### config.mk
export PLATFORM = sky130hd
export DESIGN_NAME = segarea_jobq
export DESIGN_NICKNAME = d
export VERILOG_FILES = /design/src/hw/rtl/segarea_pkg.sv /design/src/hw/rtl/segarea_jobq.sv
export SDC_FILE = /design/constraint.sdc
export NUM_CORES = 2
export LEC_CHECK = 0
export BUFFER_PORTS_ARGS = -buffer_cell sky130_fd_sc_hd__buf_2
export CORE_MARGIN = 4
export CORE_UTILIZATION = 23
export CTS_BUF_LIST = sky130_fd_sc_hd__clkbuf_2
export DETAILED_ROUTE_END_ITERATION = 16
export SLEW_MARGIN = 20
export SYNTH_ARGS = -nofsm -noshare
export SYNTH_HDL_FRONTEND = slang
export SYNTH_SLANG_ARGS = --single-unit
### constraint.sdc
create_clock -name clk -period 17.66 [get_ports clk]
set_clock_uncertainty 0.15 [all_clocks]
set_input_delay 0.883 -clock clk [delete_from_list [all_inputs] [get_ports clk]]
set_output_delay 0.883 -clock clk [all_outputs]
set_load 0.01 [all_outputs]
### src/hw/rtl/segarea_pkg.sv
// ----------------------------------------------------------------------------
// Segment area package
// Shared constants, codes and types for the grid-face segment area block.
// ----------------------------------------------------------------------------
package segarea_pkg;

    // Image geometry.
    localparam int MAX_WIDTH   = 1024;
    localparam int COL_W       = $clog2(MAX_WIDTH);
    localparam int WIDTH_W     = 11;
    localparam int ROW_W       = 16;
    localparam int LINE_AW     = COL_W + 1;
    localparam logic [WIDTH_W-1:0] WIDTH_RESET = WIDTH_W'(640);
    localparam logic [WIDTH_W-1:0] WIDTH_MIN   = WIDTH_W'(3);
    localparam logic [WIDTH_W-1:0] WIDTH_MAX   = WIDTH_W'(MAX_WIDTH);

    // Segments and labels.
    localparam int MAX_SEGMENTS = 256;
    localparam int SEG_W        = 8;
    localparam int LABEL_W      = SEG_W + 1;

    // Arithmetic widths.
    localparam int COORD_BITS = 24;
    localparam int DIFF_W     = COORD_BITS + 1;
    localparam int PROD_W     = 2 * DIFF_W;
    localparam int DELTA_W    = PROD_W + 2;
    localparam int NORM_W     = 18;
    localparam int SUM_W      = 64;
    localparam int AREA_W     = 63;

    // Queue sizes.
    localparam int JOBQ_DEPTH = 16;
    localparam int JOBQ_AW    = 4;
    localparam int OUTQ_DEPTH = 16;
    localparam int OUTQ_AW    = 4;

    // Input operation codes.
    localparam logic [1:0] OP_PIXEL  = 2'd0;
    localparam logic [1:0] OP_QUERY  = 2'd1;
    localparam logic [1:0] OP_CLEAR  = 2'd2;
    localparam logic [1:0] OP_UNUSED = 2'd3;

    // Job kinds passed from the front end to the back end.
    localparam logic [1:0] JOB_ADD   = 2'd0;
    localparam logic [1:0] JOB_QUERY = 2'd1;
    localparam logic [1:0] JOB_CLEAR = 2'd2;

    typedef struct packed {
        logic signed [COORD_BITS-1:0] x;
        logic signed [COORD_BITS-1:0] y;
        logic signed [COORD_BITS-1:0] z;
    } point_t;

    typedef struct packed {
        logic [LABEL_W-1:0] label;
        point_t             pt;
    } line_word_t;

    // An accumulate carries a face vector; a query carries its normal in the low bits.
    typedef struct packed {
        logic [1:0]                kind;
        logic [SEG_W-1:0]          seg;
        logic signed [DELTA_W-1:0] dx;
        logic signed [DELTA_W-1:0] dy;
        logic signed [DELTA_W-1:0] dz;
    } job_t;

    typedef struct packed {
        logic [AREA_W-1:0] area;
        logic [SEG_W-1:0]  seg;
        logic              sat;
    } result_t;

endpackage

### src/hw/rtl/segarea_jobq.sv
// ----------------------------------------------------------------------------
// Segment area job queue
// Short first-in first-out queue between the front end and the back end.
// ----------------------------------------------------------------------------
module segarea_jobq
    import segarea_pkg::*;
(
    input  logic             clk,
    input  logic             rst_n,
    input  logic             push,
    input  job_t             push_job,
    input  logic             pop,
    output logic             avail,
    output job_t             head,
    output logic [JOBQ_AW:0] count
);

    job_t               mem [JOBQ_DEPTH];
    logic [JOBQ_AW-1:0] wr_ptr_reg, rd_ptr_reg;
    logic [JOBQ_AW:0]   count_reg, count_next;

    // Occupancy tracking.
    always_comb
    begin
        count_next = count_reg;
        if (push && !pop)
            count_next = count_reg + (JOBQ_AW+1)'(1);
        else if (pop && !push)
            count_next = count_reg - (JOBQ_AW+1)'(1);
    end

    always_ff @(posedge clk or negedge rst_n)
    begin
        if (!rst_n)
        begin
            wr_ptr_reg <= '0;
            rd_ptr_reg <= '0;
            count_reg  <= '0;
        end
        else
        begin
            if (push)
                wr_ptr_reg <= wr_ptr_reg + JOBQ_AW'(1);
            if (pop)
                rd_ptr_reg <= rd_ptr_reg + JOBQ_AW'(1);
            count_reg <= count_next;
        end
    end

    // Storage.
    always_ff @(posedge clk)
    begin
        if (push)
            mem[wr_ptr_reg] <= push_job;
    end

    assign avail = (count_reg != '0);
    assign head  = mem[rd_ptr_reg];
    assign count = count_reg;

`ifndef ASSERT_OFF
    a_no_overflow: assert property (@(posedge clk) disable iff (!rst_n)
        push |-> (count_reg < (JOBQ_AW+1)'(JOBQ_DEPTH)))
        else $error("job queue written while full");
    a_no_underflow: assert property (@(posedge clk) disable iff (!rst_n)
        pop |-> (count_reg != '0))
        else $error("job queue read while empty");
    a_count_step: assert property (@(posedge clk) disable iff (!rst_n)
        (push && pop) |=> (count_reg == $past(count_reg)))
        else $error("job queue count moved on simultaneous push and pop");
`endif

endmodule

==> results.cfg <==
[status]
status = completed

[critical_path]
slowest_stage = dfrtp_4
crit_arrival_ns = 7.40
setup.worst_path.end = head[92]
critPathKind = register to primary output
path_buf_inv = 5
start_kind = register
r2r_start = wr_ptr_reg[1]
startpoint = rd_ptr_reg[0]
critPathMaxFanout = 42
slowest_delay_ns = 0.95
required_ns = 16.63
critPathCaptureType = primary output
path_cells = buf_4 -> buf_4 -> buf_4 -> buf_4 -> mux4_2 -> a22oi_1 -> nand2_1 -> buf_2
crit_top_cell = buf_4
rr_worst_depth = 5
cp_top_family = buffers and inverters
r2r-end = mem[1][51]
r2r_setup_slack_ns = 13.69
crit_cells = 8

[global_route]
grt_pass1_vias = 54700
antenna_found_initial = 32
grt_start_max_net_pins = 115
grt_usage = 0.117
grt_pass1_wl_um = 384000
grt-ovfl-total = 0

[sta]
fin_ws_ns = 9.23
finalCriticalPeriod_ns = 8.43
worst_pin_slew_ns = 1.38
maxSlewHeadroom = 0.0794
clock.fmax_mhz = 119
setup-violations-final = 0
tns_ns = 0
final-hold-violation-count = 0
rsz0062_at_grt = no
maxSlewViolCount = 0
min_period_over_period = 0.477

[route]
vias_per_cell = 4.27
vias = 50800
wl_per_cell_um = 22.6
drt_iter0_drc = 4327
finalWirelength_um = 268000
firstDrtPassIters = 5
drc = 0
drtAntennaViolNets = 0

[synthesis]
ys_seq_area_frac = 0.799
syn_avg_cell_area_um2 = 23.3
synth_top_cell_by_area = edfxtp_1
yosysMostFrequentCell = edfxtp_1
synth-edff-count = 2656
ys_warn_count = 0
synth_seq_cells = 2669
yosysUniqueCellTypes = 33
netlist_instances = 4295
synth_area_leaders = edfxtp_1 80%, mux4_2 13%, a22oi_1 2.8%, mux2i_1 1.4%, nand2_1 0.66%
yosysTopAreaCellShare = 0.796
async_flop_share = 0.00487
ys_top_cells_by_count = 2656 x edfxtp_1, 592 x mux4_2, 368 x a22oi_1
syn_area_mm2 = 0.100
synth_top_flop_cell = edfxtp_1
synth_fp_nets = 4475

[final_layout]
post-route-util = 0.276
multiInputGateArea_mm2 = 0.0190
nets = 5851
syn2layout_area_growth_pct = 19.6
drive_gt1_frac = 0.341
largest_reg_flops = 2656
seqCellArea_mm2 = 0.0801
fill_cells = 43400

[clock_tree]
cts_made_buffers = 675
cts_tree = yes
htreeDepth = 6
post_cts_buffers = 0
clockBufferDepth = 4
cts.sinks = 2669
post_cts_resized = 0
clkSlewWorstSetupHoldPaths_ns = 0.09
clk_latency_ns = 1.99
clk_root_buffer_cell = clkbuf_2

[die]
rows = 242
ios = 342
die_area_mm2 = 0.447
start_util = 0.231
die_width_um = 668
die_h_um = 668
core_mm2 = 0.434

[power_and_ir_drop]
p_leak_nw = 39.0
ir_drop_mv = 0.120
p_per_area_mw_per_mm2 = 147

[placement]
hpwlAfterDp_um = 139000
dp_slack_ns = 11.03
gp_congestion = 0.697
io_buffers = 341

[min_path]
min_path_type = register to register

[run]
drv_cap = 0
-- metrics by stage --
| step | hold slack, ns | total power, mW | instances | cell area (µm²) |
|---|---|---|---|---|
| after CTS | 0.00418 | 18.0 | 11900 | 120000 |
| after global placement | 0.367 | 13.6 | 10200 | 109000 |
| after global routing | 0.102 | 18.6 | 11900 | 120000 |
| after floorplan | 0.361 | 11.5 | 4295 | 100000 |
| after detailed placement | 0.399 | 13.6 | 10200 | 109000 |
| final | 0.412 | 17.6 | 11900 | 120000 |
-- layout make-up --
cell class / count / area share
flip-flops and latches: 2669 / 0.668
diodes: 14 / 0.000292
repair buffers: 935 / 0.0626
multi-input cells: 1386 / 0.159
clock buffers: 945 / 0.0394
inverters: 4 / 0.000125
well taps: 5734 / 0.0598
clock inverters: 203 / 0.0112
-- where the power goes --
part | leakage [nW] | switching [mW] | internal (mW)
Sequential | 24.1 | 0.193 | 7.58
Clock | 4.55 | 2.55 | 1.61
Combinational | 10.3 | 3.40 | 2.23
Total | 39.0 | 6.15 | 11.4
-- how the worst min path moves through the flow --
stage,start,to,slack [ns],cells after the start
finish,count[2],count[2],0.41,2
detailed placement,count[2],count[2],0.40,2
floorplan,wr_ptr_reg[0],wr_ptr_reg[0],0.36,1
global route,push_job[0],mem[13][0],0.10,3
global placement,count[2],count[2],0.37,2
CTS,push_job[0],mem[13][0],0.004,3
-- per-layer routing --
layer / global-route usage / vias up / wire [µm]
met1: 0.148 / 26900 / 110000
li1: - / 21600 / -
met2: 0.201 / 1824 / 136000
met5: 0 / - / 92
met4: 0.0368 / 12 / 6790
met3: 0.0242 / 450 / 15800
-- timing repair --
item,4_1_cts,5_1_grt
hold endpoints to repair,4387,0
setup endpoints to repair,0,0
hold buffers,488,0
-- worst reg2reg max path, cell delays in order (launching register included) --
cell,delay (ns)
dfrtp_1,0.42
inv_1,0.12
ha_1,0.23
and3_4,0.74
buf_4,0.89
buf_4,0.88
-- cell usage in the layout, fill, tap and decap left out, drive strengths merged --
cell / Yosys / final
a2111oi: 1 / 1
a21o: 2 / 2
a21oi: 2 / 2
a22oi: 368 / 368
and2: 11 / 11
and2b: 1 / 1
and3: 4 / 4
and4: 1 / 1
buf: 149 / 447
bufinv: 0 / 8
clkbuf: 87 / 945
clkinv: 0 / 152
clkinvlp: 0 / 6
dfrtp: 13 / 13
diode: 0 / 14
dlygate4sd3: 0 / 488
edfxtp: 2656 / 2656
fa: 1 / 1
ha: 9 / 9
inv: 4 / 41
mux2: 2 / 2
mux2i: 145 / 145
mux4: 592 / 592
nand2: 177 / 177
nand3: 37 / 37
nand4: 1 / 1
nor2: 7 / 7
nor2b: 4 / 4
nor3: 5 / 5
nor3b: 2 / 2
o21ai: 4 / 4
o31ai: 1 / 1
xnor2: 6 / 6
xor2: 3 / 3
-- cell families after synthesis --
logic type | share of synthesized area
xor+xnor | 0.000786
fa+ha+maj | 0.00132
flops | 0.799
buf+inv | 0.0127
compound gates | 0.0282
simple gates | 0.0106
mux | 0.148
Note: power is estimated with default switching activity, not from simulation.
